<file path="src/hdl/tbu_pkg.sv">
// Shared types and fixed constants of the triangle tangent/bitangent unit.
package tbu_pkg;

   // Fraction bits gained by the quotient: Q.24 over Q.24 gives Q16.16.
   localparam int FRAC_SHIFT = 16;

   // Command to the shared multiply-accumulate unit.
   typedef struct packed {
      logic valid;  // a product is issued this cycle
      logic sub;    // 1: subtract the product from the sum, 0: load it
   } mul_cmd_type;

endpackage

</file>
<file path="src/hdl/triangle_tangent_bitangent_unit.sv">
// Top level of the triangle tangent/bitangent unit: vertex store, sequencer and result port.
//
//   channel | direction | tdata fields (low bit up)                      | tuser
//   --------+-----------+------------------------------------------------+-----------
//   req     | in        | pos_x, pos_y, pos_z, tex_u, tex_v (COORD_BITS) | none
//   rsp     | out       | tan_x, tan_y, tan_z, bitan_x, bitan_y, bitan_z | degenerate
//
// The first and second corner of a triangle are each taken and stored.
// The third corner starts a sequence on one shared multiplier and one serial divider:
// two products for the determinant, then per component two products that feed the
// divider, six components in all; a zero determinant ends the sequence at its check.
// Reset is synchronous and leaves the unit waiting for a first corner with no result held.
// A result waits in its register until taken; first and second corners are still accepted
// meanwhile, but a third corner waits until the previous result has been taken.
module triangle_tangent_bitangent_unit #(
   parameter int COORD_BITS = 16,
   parameter int OUT_BITS   = 32
) (
   input  logic                 clock,
   input  logic                 reset,
   input  logic                 req_tvalid,
   output logic                 req_tready,
   // pos_x, pos_y, pos_z, tex_u, tex_v, each COORD_BITS wide, zero padded to bytes
   input  logic [((5*COORD_BITS+7)/8)*8-1:0] req_tdata,
   output logic                 rsp_tvalid,
   input  logic                 rsp_tready,
   // tan_x, tan_y, tan_z, bitan_x, bitan_y, bitan_z, each OUT_BITS wide, zero padded
   output logic [((6*OUT_BITS+7)/8)*8-1:0]   rsp_tdata,
   // degenerate
   output logic [0:0]           rsp_tuser
);

   localparam int OPW   = COORD_BITS + 1;      // edge and delta width
   localparam int ACCW  = 2 * OPW + 1;         // cross product width
   localparam int RSP_W = ((6 * OUT_BITS + 7) / 8) * 8;

   typedef enum logic [3:0] {
      S_IDLE,
      S_DET_MUL0,
      S_DET_MUL1,
      S_DET_FILL,
      S_DET_CHK,
      S_CMP_MUL0,
      S_CMP_MUL1,
      S_CMP_FILL,
      S_DIV_GO,
      S_DIV_WAIT
   } state_type;

   state_type                     state_ff;
   logic [1:0]                    corner_ff;
   logic signed [COORD_BITS-1:0]  held_pos_ff [2][3];
   logic signed [COORD_BITS-1:0]  held_tex_ff [2][2];
   logic signed [OPW-1:0]         e1_ff [3];
   logic signed [OPW-1:0]         e2_ff [3];
   logic signed [OPW-1:0]         du1_ff;
   logic signed [OPW-1:0]         dv1_ff;
   logic signed [OPW-1:0]         du2_ff;
   logic signed [OPW-1:0]         dv2_ff;
   logic signed [ACCW-1:0]        det_ff;
   logic [1:0]                    axis_ff;
   logic                          bitan_ff;
   logic [OUT_BITS-1:0]           res_ff [6];
   logic                          degen_ff;
   logic                          rsp_valid_ff;

   logic signed [COORD_BITS-1:0]  in_pos [3];
   logic signed [COORD_BITS-1:0]  in_tex [2];
   logic                          req_fire;
   tbu_pkg::mul_cmd_type          mul_cmd;
   logic signed [OPW-1:0]         mul_a;
   logic signed [OPW-1:0]         mul_b;
   logic signed [ACCW-1:0]        acc;
   logic                          div_start;
   logic                          div_done;
   logic [OUT_BITS-1:0]           div_result;
   logic [2:0]                    res_idx;
   logic                          last_comp;

   always_comb begin
      for (int c = 0; c < 3; c++) begin
         in_pos[c] = req_tdata[c*COORD_BITS +: COORD_BITS];
      end
      for (int c = 0; c < 2; c++) begin
         in_tex[c] = req_tdata[(3+c)*COORD_BITS +: COORD_BITS];
      end
   end

   // A third corner would overwrite the result still waiting at the output.
   assign req_tready = (state_ff == S_IDLE) && !((corner_ff == 2'd2) && rsp_valid_ff);
   assign req_fire   = req_tvalid && req_tready;

   assign res_idx   = 3'(axis_ff) + (bitan_ff ? 3'd3 : 3'd0);
   assign last_comp = bitan_ff && (axis_ff == 2'd2);
   assign div_start = (state_ff == S_DIV_GO);

   // Operand selection for the shared multiplier. Each cross product takes two issues:
   // the first product loads the sum, the second is subtracted from it.
   always_comb begin
      mul_cmd = '0;
      mul_a   = du1_ff;
      mul_b   = dv2_ff;
      unique case (state_ff)
         S_DET_MUL0: begin
            mul_cmd.valid = 1'b1;
            mul_a         = du1_ff;
            mul_b         = dv2_ff;
         end
         S_DET_MUL1: begin
            mul_cmd.valid = 1'b1;
            mul_cmd.sub   = 1'b1;
            mul_a         = du2_ff;
            mul_b         = dv1_ff;
         end
         S_CMP_MUL0: begin
            mul_cmd.valid = 1'b1;
            if (bitan_ff) begin
               mul_a = du1_ff;
               mul_b = e2_ff[axis_ff];
            end else begin
               mul_a = dv2_ff;
               mul_b = e1_ff[axis_ff];
            end
         end
         S_CMP_MUL1: begin
            mul_cmd.valid = 1'b1;
            mul_cmd.sub   = 1'b1;
            if (bitan_ff) begin
               mul_a = du2_ff;
               mul_b = e1_ff[axis_ff];
            end else begin
               mul_a = dv1_ff;
               mul_b = e2_ff[axis_ff];
            end
         end
         default: begin
            mul_cmd = '0;
         end
      endcase
   end

   tbu_mul_acc #(
      .OPW (OPW)
   ) u_mul_acc (
      .clock (clock),
      .reset (reset),
      .cmd   (mul_cmd),
      .op_a  (mul_a),
      .op_b  (mul_b),
      .acc   (acc)
   );

   tbu_divider #(
      .ACC_W (ACCW),
      .OUT_W (OUT_BITS)
   ) u_divider (
      .clock  (clock),
      .reset  (reset),
      .start  (div_start),
      .num    (acc),
      .den    (det_ff),
      .done   (div_done),
      .result (div_result)
   );

   always_ff @(posedge clock) begin
      if (reset) begin
         state_ff     <= S_IDLE;
         corner_ff    <= 2'd0;
         rsp_valid_ff <= 1'b0;
      end else begin
         if (rsp_valid_ff && rsp_tready) begin
            rsp_valid_ff <= 1'b0;
         end
         unique case (state_ff)
            S_IDLE: begin
               if (req_fire) begin
                  if (corner_ff == 2'd2) begin
                     // Edges and texture deltas relative to the first corner.
                     for (int c = 0; c < 3; c++) begin
                        e1_ff[c] <= OPW'(held_pos_ff[1][c]) - OPW'(held_pos_ff[0][c]);
                        e2_ff[c] <= OPW'(in_pos[c]) - OPW'(held_pos_ff[0][c]);
                     end
                     du1_ff    <= OPW'(held_tex_ff[1][0]) - OPW'(held_tex_ff[0][0]);
                     dv1_ff    <= OPW'(held_tex_ff[1][1]) - OPW'(held_tex_ff[0][1]);
                     du2_ff    <= OPW'(in_tex[0]) - OPW'(held_tex_ff[0][0]);
                     dv2_ff    <= OPW'(in_tex[1]) - OPW'(held_tex_ff[0][1]);
                     corner_ff <= 2'd0;
                     state_ff  <= S_DET_MUL0;
                  end else begin
                     for (int c = 0; c < 3; c++) begin
                        held_pos_ff[corner_ff[0]][c] <= in_pos[c];
                     end
                     for (int c = 0; c < 2; c++) begin
                        held_tex_ff[corner_ff[0]][c] <= in_tex[c];
                     end
                     corner_ff <= corner_ff + 2'd1;
                  end
               end
            end
            S_DET_MUL0: begin
               state_ff <= S_DET_MUL1;
            end
            S_DET_MUL1: begin
               state_ff <= S_DET_FILL;
            end
            S_DET_FILL: begin
               state_ff <= S_DET_CHK;
            end
            S_DET_CHK: begin
               if (acc == '0) begin
                  for (int i = 0; i < 6; i++) begin
                     res_ff[i] <= '0;
                  end
                  degen_ff     <= 1'b1;
                  rsp_valid_ff <= 1'b1;
                  state_ff     <= S_IDLE;
               end else begin
                  det_ff   <= acc;
                  degen_ff <= 1'b0;
                  axis_ff  <= 2'd0;
                  bitan_ff <= 1'b0;
                  state_ff <= S_CMP_MUL0;
               end
            end
            S_CMP_MUL0: begin
               state_ff <= S_CMP_MUL1;
            end
            S_CMP_MUL1: begin
               state_ff <= S_CMP_FILL;
            end
            S_CMP_FILL: begin
               state_ff <= S_DIV_GO;
            end
            S_DIV_GO: begin
               state_ff <= S_DIV_WAIT;
            end
            S_DIV_WAIT: begin
               if (div_done) begin
                  res_ff[res_idx] <= div_result;
                  if (last_comp) begin
                     rsp_valid_ff <= 1'b1;
                     state_ff     <= S_IDLE;
                  end else begin
                     if (axis_ff == 2'd2) begin
                        axis_ff  <= 2'd0;
                        bitan_ff <= 1'b1;
                     end else begin
                        axis_ff <= axis_ff + 2'd1;
                     end
                     state_ff <= S_CMP_MUL0;
                  end
               end
            end
            default: begin
               state_ff <= S_IDLE;
            end
         endcase
      end
   end

   always_comb begin
      rsp_tdata = '0;
      for (int i = 0; i < 6; i++) begin
         rsp_tdata[i*OUT_BITS +: OUT_BITS] = res_ff[i];
      end
   end

   assign rsp_tvalid   = rsp_valid_ff;
   assign rsp_tuser[0] = degen_ff;

   // A degenerate triangle always reports zero vectors.
   assert property (@(posedge clock) disable iff (reset)
      (rsp_tvalid && rsp_tuser[0]) |-> (rsp_tdata == RSP_W'(0)))
      else $error("degenerate result with nonzero vectors");

   // The divider only finishes while the sequencer waits for it.
   assert property (@(posedge clock) disable iff (reset)
      div_done |-> (state_ff == S_DIV_WAIT))
      else $error("divider finished outside the wait state");

   // The corner counter never passes the third corner.
   assert property (@(posedge clock) disable iff (reset)
      corner_ff != 2'd3)
      else $error("corner counter out of range");

   // A third corner starts the determinant and clears the corner count.
   assert property (@(posedge clock) disable iff (reset)
      (req_fire && (corner_ff == 2'd2)) |=> ((state_ff == S_DET_MUL0) && (corner_ff == 2'd0)))
      else $error("third corner did not start the computation");

   // No new computation starts while a result is still waiting.
   assert property (@(posedge clock) disable iff (reset)
      (state_ff == S_DET_MUL0) |-> !rsp_valid_ff)
      else $error("computation started over a pending result");

endmodule

</file>
<file path="src/hdl/tbu_mul_acc.sv">
// Shared signed multiplier with a registered product and a load/subtract accumulator.
module tbu_mul_acc #(
   parameter int OPW = 17
) (
   input  logic                       clock,
   input  logic                       reset,
   input  tbu_pkg::mul_cmd_type       cmd,
   input  logic signed [OPW-1:0]      op_a,
   input  logic signed [OPW-1:0]      op_b,
   output logic signed [2*OPW:0]      acc
);

   localparam int PRODW = 2 * OPW;
   localparam int ACCW  = 2 * OPW + 1;

   tbu_pkg::mul_cmd_type       cmd_ff;
   logic signed [PRODW-1:0]    prod_ff;
   logic signed [ACCW-1:0]     acc_ff;
   logic signed [ACCW-1:0]     acc_in;
   logic signed [ACCW-1:0]     prod_ext;

   always_comb begin
      prod_ext = ACCW'(prod_ff);
      acc_in   = acc_ff;
      if (cmd_ff.valid) begin
         acc_in = cmd_ff.sub ? (acc_ff - prod_ext) : prod_ext;
      end
   end

   always_ff @(posedge clock) begin
      if (reset) begin
         cmd_ff <= '0;
      end else begin
         cmd_ff <= cmd;
      end
      prod_ff <= op_a * op_b;
      acc_ff  <= acc_in;
   end

   assign acc = acc_ff;

endmodule

</file>
<file path="src/hdl/tbu_divider.sv">
// Bit-serial restoring divider giving a rounded, saturated Q16.16 quotient at the default OUT_W.
module tbu_divider #(
   parameter int ACC_W = 35,
   parameter int OUT_W = 32
) (
   input  logic                     clock,
   input  logic                     reset,
   input  logic                     start,
   input  logic signed [ACC_W-1:0]  num,
   input  logic signed [ACC_W-1:0]  den,
   output logic                     done,
   output logic [OUT_W-1:0]         result
);

   localparam int NUM_W = ACC_W + tbu_pkg::FRAC_SHIFT + 1;
   localparam int EXT_W = NUM_W + OUT_W;
   localparam int CNT_W = $clog2(OUT_W);

   typedef enum logic [2:0] {
      D_IDLE,
      D_PREP,
      D_CHECK,
      D_ITER,
      D_DONE
   } div_state_type;

   div_state_type              state_ff;
   logic signed [ACC_W-1:0]    num_ff;
   logic signed [ACC_W-1:0]    den_ff;
   logic [ACC_W-1:0]           mag_d_ff;
   logic [EXT_W-1:0]           ext_ff;
   logic                       neg_ff;
   logic                       ovf_ff;
   logic [ACC_W-1:0]           rem_ff;
   logic [OUT_W-1:0]           lo_ff;
   logic [OUT_W-1:0]           q_ff;
   logic [CNT_W-1:0]           cnt_ff;
   logic                       done_ff;
   logic [OUT_W-1:0]           result_ff;

   logic [ACC_W-1:0]           mag_n;
   logic [ACC_W-1:0]           mag_d;
   logic [NUM_W-1:0]           wide_num;
   logic [NUM_W-1:0]           hi;
   logic                       hi_ge;
   logic [ACC_W:0]             rem_sh;
   logic                       ge;
   logic [ACC_W-1:0]           rem_in;
   logic [OUT_W-1:0]           sat;

   always_comb begin
      mag_n    = num_ff[ACC_W-1] ? ACC_W'(~num_ff + 1'b1) : ACC_W'(num_ff);
      mag_d    = den_ff[ACC_W-1] ? ACC_W'(~den_ff + 1'b1) : ACC_W'(den_ff);
      // Adding half the divisor rounds to nearest, ties away from zero.
      wide_num = (NUM_W'(mag_n) << tbu_pkg::FRAC_SHIFT) + NUM_W'(mag_d >> 1);
      hi       = ext_ff[EXT_W-1:OUT_W];
      hi_ge    = hi >= NUM_W'(mag_d_ff);
      rem_sh   = {rem_ff, lo_ff[OUT_W-1]};
      ge       = rem_sh >= {1'b0, mag_d_ff};
      rem_in   = ge ? ACC_W'(rem_sh - {1'b0, mag_d_ff}) : rem_sh[ACC_W-1:0];
      if (neg_ff) begin
         if (ovf_ff || (q_ff[OUT_W-1] && (|q_ff[OUT_W-2:0]))) begin
            sat = {1'b1, {(OUT_W-1){1'b0}}};
         end else begin
            sat = ~q_ff + 1'b1;
         end
      end else begin
         if (ovf_ff || q_ff[OUT_W-1]) begin
            sat = {1'b0, {(OUT_W-1){1'b1}}};
         end else begin
            sat = q_ff;
         end
      end
   end

   always_ff @(posedge clock) begin
      if (reset) begin
         state_ff <= D_IDLE;
         done_ff  <= 1'b0;
      end else begin
         done_ff <= 1'b0;
         unique case (state_ff)
            D_IDLE: begin
               if (start) begin
                  num_ff   <= num;
                  den_ff   <= den;
                  ovf_ff   <= 1'b0;
                  state_ff <= D_PREP;
               end
            end
            D_PREP: begin
               mag_d_ff <= mag_d;
               ext_ff   <= EXT_W'(wide_num);
               neg_ff   <= num_ff[ACC_W-1] ^ den_ff[ACC_W-1];
               state_ff <= D_CHECK;
            end
            D_CHECK: begin
               // A quotient of 2^OUT_W or more saturates without iterating.
               if (hi_ge) begin
                  ovf_ff   <= 1'b1;
                  state_ff <= D_DONE;
               end else begin
                  rem_ff   <= hi[ACC_W-1:0];
                  lo_ff    <= ext_ff[OUT_W-1:0];
                  q_ff     <= '0;
                  cnt_ff   <= CNT_W'(OUT_W - 1);
                  state_ff <= D_ITER;
               end
            end
            D_ITER: begin
               rem_ff <= rem_in;
               lo_ff  <= lo_ff << 1;
               q_ff   <= {q_ff[OUT_W-2:0], ge};
               if (cnt_ff == '0) begin
                  state_ff <= D_DONE;
               end else begin
                  cnt_ff <= cnt_ff - 1'b1;
               end
            end
            D_DONE: begin
               result_ff <= sat;
               done_ff   <= 1'b1;
               state_ff  <= D_IDLE;
            end
            default: begin
               state_ff <= D_IDLE;
            end
         endcase
      end
   end

   assign done   = done_ff;
   assign result = result_ff;

endmodule
</file>
<file path="config.mk">
export PLATFORM = sky130hd
export DESIGN_NAME = triangle_tangent_bitangent_unit
export DESIGN_NICKNAME = d
export VERILOG_FILES = /design/src/hdl/tbu_pkg.sv /design/src/hdl/triangle_tangent_bitangent_unit.sv /design/src/hdl/tbu_mul_acc.sv /design/src/hdl/tbu_divider.sv
export SDC_FILE = /design/constraint.sdc
export NUM_CORES = 2
export LEC_CHECK = 0
export BUFFER_PORTS_ARGS = -buffer_cell sky130_fd_sc_hd__buf_2
export CAP_MARGIN = 20
export CORE_MARGIN = 5
export CORE_UTILIZATION = 45
export DETAILED_ROUTE_END_ITERATION = 12
export HOLD_SLACK_MARGIN = 0.15
export PLACE_DENSITY_LB_ADDON = 0.25
export SYNTH_ARGS = -nofsm -noshare
export SYNTH_HDL_FRONTEND = slang
export SYNTH_SLANG_ARGS = --single-unit
</file>
<file path="constraint.sdc">
create_clock -name clock -period 15.4 [get_ports clock]
set_input_delay 3.08 -clock clock [delete_from_list [all_inputs] [get_ports clock]]
set_output_delay 3.08 -clock clock [all_outputs]
set_load 0.005 [all_outputs]
</file>
==> results.json <==
{
  "outcome": "finished clean",
  "final_net_count": 6407,
  "post-dp-hpwl_um": 105000,
  "synthFlopType": "edfxtp_1",
  "antenna_found_initial": 5,
  "postLayoutCellArea_um2": 65100,
  "synth.most_common_cell": "edfxtp_1",
  "dieArea_um2": 136000,
  "grt_pass1_wl_um": 220000,
  "synth_area_um2": 58000,
  "cp.required_ns": 16.04,
  "final_cells": 7405,
  "die_x_um": 369,
  "synth_edf_count": 875,
  "setup-tns-final_ns": 0,
  "dp.cells": 7214,
  "tightestPinTransition_ns": 1.05,
  "grt_max_degree": 85,
  "slew_viol_final": 0,
  "wl_per_cell_um": 18.7,
  "row_count": 131,
  "cp.arrival_ns": 9.27,
  "synthCells": 5340,
  "fmaxAchievable_mhz": 116,
  "syn_area_per_cell_um2": 10.9,
  "drtIter0Drc": 2887,
  "die_h_um": 369,
  "crit_path_start_kind": "flip-flop",
  "setup-violations-final": 0,
  "ys_ff_latch": 924,
  "rsz0062_at_grt": "false",
  "clk_pin_slew_ns": 0.06,
  "num_vias": 39749,
  "first_pass_iters": 5,
  "port_buffers": 278,
  "clockBufferDepth": 3,
  "synth_area_leaders": "edfxtp_1 45%, fa_1 11%, ha_1 7.7%",
  "yosysTopAreaCellShare_pct": 45.3,
  "routed_wirelength_um": 139000,
  "via_per_inst": 5.37,
  "drc": 0,
  "gp_congestion": 0.879,
  "fill_cells": 11429,
  "synth_cell_type_count": 84,
  "cts_made_buffers": 102,
  "hold_class": "reg2reg",
  "grt_pass1_vias": 39413,
  "worst-setup-path-type": "reg2reg",
  "tritoncts": "built",
  "gr-total-overflow": 0,
  "worst_setup_path_end_kind": "flip-flop",
  "post_dp_cell_area_um2": 61600,
  "worstSkewPairLatency_ns": 0.73,
  "cap_viol_max_count": 0,
  "grt-busiest-layer": "met2",
  "synth_common_cells": "875 x edfxtp_1, 675 x inv_1, 574 x nor2_1, 470 x nand2_1, 357 x ha_1",
  "max-slew-margin-rel_pct": 30.2,
  "start_util_pct": 45.3,
  "io_pins": 279,
  "synth-async-reset-ratio_pct": 0,
  "yosysWarnings": 0,
  "critPathMaxFanout": 17,
  "syn_nets": 6091,
  "cts.sinks": 924,
  "met1_usage_pct": 26.8,
  "h-tree-depth": 3,
  "grt_util_all_layers_pct": 20.2,
  "clock_skew_ns": 0.0723,
  "layout-drive-gt1-share_pct": 10.3,
  "cts_hold_buf": 0,
  "clockRootBuffer": "clkbuf_16",
  "syn_to_final_growth_pct": 12.3,
  "yosysSeqAreaShare_pct": 47.0,
  "fp.coreArea_um2": 128000,
  "ctsResizeCount": 0,
  "yosys.area.top_type": "edfxtp_1",
  "use_met3_pct": 2.69,
  "hold_violations": 0,
  "post_cts_buffers": 0,
  "met2_usage_pct": 35.0,
  "min_period_ns": 8.62,
  "period_share_pct": 56.0,
  "postRouteAntennaNets": 0
}
[registers in the layout, indices dropped and copies added, names as in the netlist, 34 cells and up, named ones only]
name,count
u_mul_acc.acc,35
e2_ff,51
held_pos_ff,96
u_divider.mag_d_ff,35
u_divider.num_ff,35
res_ff,192
u_divider.rem_ff,35
det_ff,35
u_divider.den_ff,35
u_divider.ext_ff,36
held_tex_ff,64
e1_ff,51
u_mul_acc.prod_ff,34
[critical path, stage by stage, from the launching register on]
cell      delay, ns
dfxtp_1        0.58
nand2b_1       0.34
mux2i_1        0.26
nand2_1        0.50
o22ai_1        0.59
a221o_1        0.47
nand2_1        0.14
fa_1           0.55
inv_1          0.05
fa_1           0.46
fa_1           0.54
fa_1           0.55
fa_1           0.55
inv_1          0.05
fa_1           0.52
inv_1          0.04
ha_1           0.35
a21o_1         0.25
a21o_1         0.18
a221oi_1       0.30
o21ai_0        0.27
a21oi_1        0.31
o21ai_0        0.16
o41ai_1        0.36
xnor2_1        0.16
[layer usage]
layer	wire length (um)	part of all wire, %
met1	60600	44
met2	67300	49
met3	7030	5.1
met4	3720	2.7
met5	0	0
[metrics by stage]
| stage | setup WS, ns | hold WS (ns) | util [%] |
|---|---|---|---|
| floorplan | 3.77 | 0.400 | - |
| global placement | 7.07 | 0.402 | 48.2 |
| detailed placement | 6.88 | 0.406 | 48.2 |
| CTS | 6.86 | 0.419 | 50.9 |
| global route | 6.41 | 0.417 | 50.9 |
| finish | 6.78 | 0.416 | 50.9 |
[placed cells by master (no fill, tap or decap), types with 75 or more instances in the layout]
cell,instances
a21o_1,75
buf_2,278
fa_1,310
clkbuf_16,103
ha_1,357
o21ai_0,205
xnor2_1,205
nor3_1,132
a21oi_1,183
nand3_1,106
buf_4,75
edfxtp_1,875
nand2_1,470
nor2_1,573
inv_1,674
[logic make-up (layout without fill, tap and decap cells)]
| group | count (synthesis) | in the layout | share of synthesized area [%] |
|---|---|---|---|
| XOR/XNOR | 279 | 279 | 4.22 |
| multiplexers | 57 | 57 | 0.993 |
| AO/OA/AOI/OAI | 889 | 889 | 10.3 |
| adder cells (fa/ha/maj) | 667 | 667 | 18.4 |
| other | 1 | 3 | 0.00647 |
| flip-flops | 924 | 924 | 47.0 |
| buffers and inverters | 816 | 1217 | 5.31 |
| AND/OR/NAND/NOR | 1707 | 1707 | 13.7 |
[area by class of cell]
cell class	count	area (um2)	share of cell area (%)
Sequential cell	924	27300	41.9
Clock inverter	67	788	1.21
Inverter	675	2530	3.89
Antenna cell	2	5.00	0.00769
Clock buffer	122	2650	4.07
Multi-Input combinational cell	3600	27800	42.7
Tap cell	1662	2080	3.20
Timing Repair Buffer	353	1950	3.00
[worst paths after layout]
| path | start | end | slack (ns) | cells after the start |
|---|---|---|---|---|
| max reg2reg | state_ff[1] | u_mul_acc.prod_ff[32] | 6.78 | 24 |
| min reg2reg | det_ff[31] | u_divider.den_ff[31] | 0.42 | 0 |
| max | state_ff[1] | u_mul_acc.prod_ff[32] | 6.78 | 24 |
| min | det_ff[31] | u_divider.den_ff[31] | 0.42 | 0 |
Power is not shown: default switching activity piles up to over one toggle a cycle in this logic, so the estimate is an artifact.
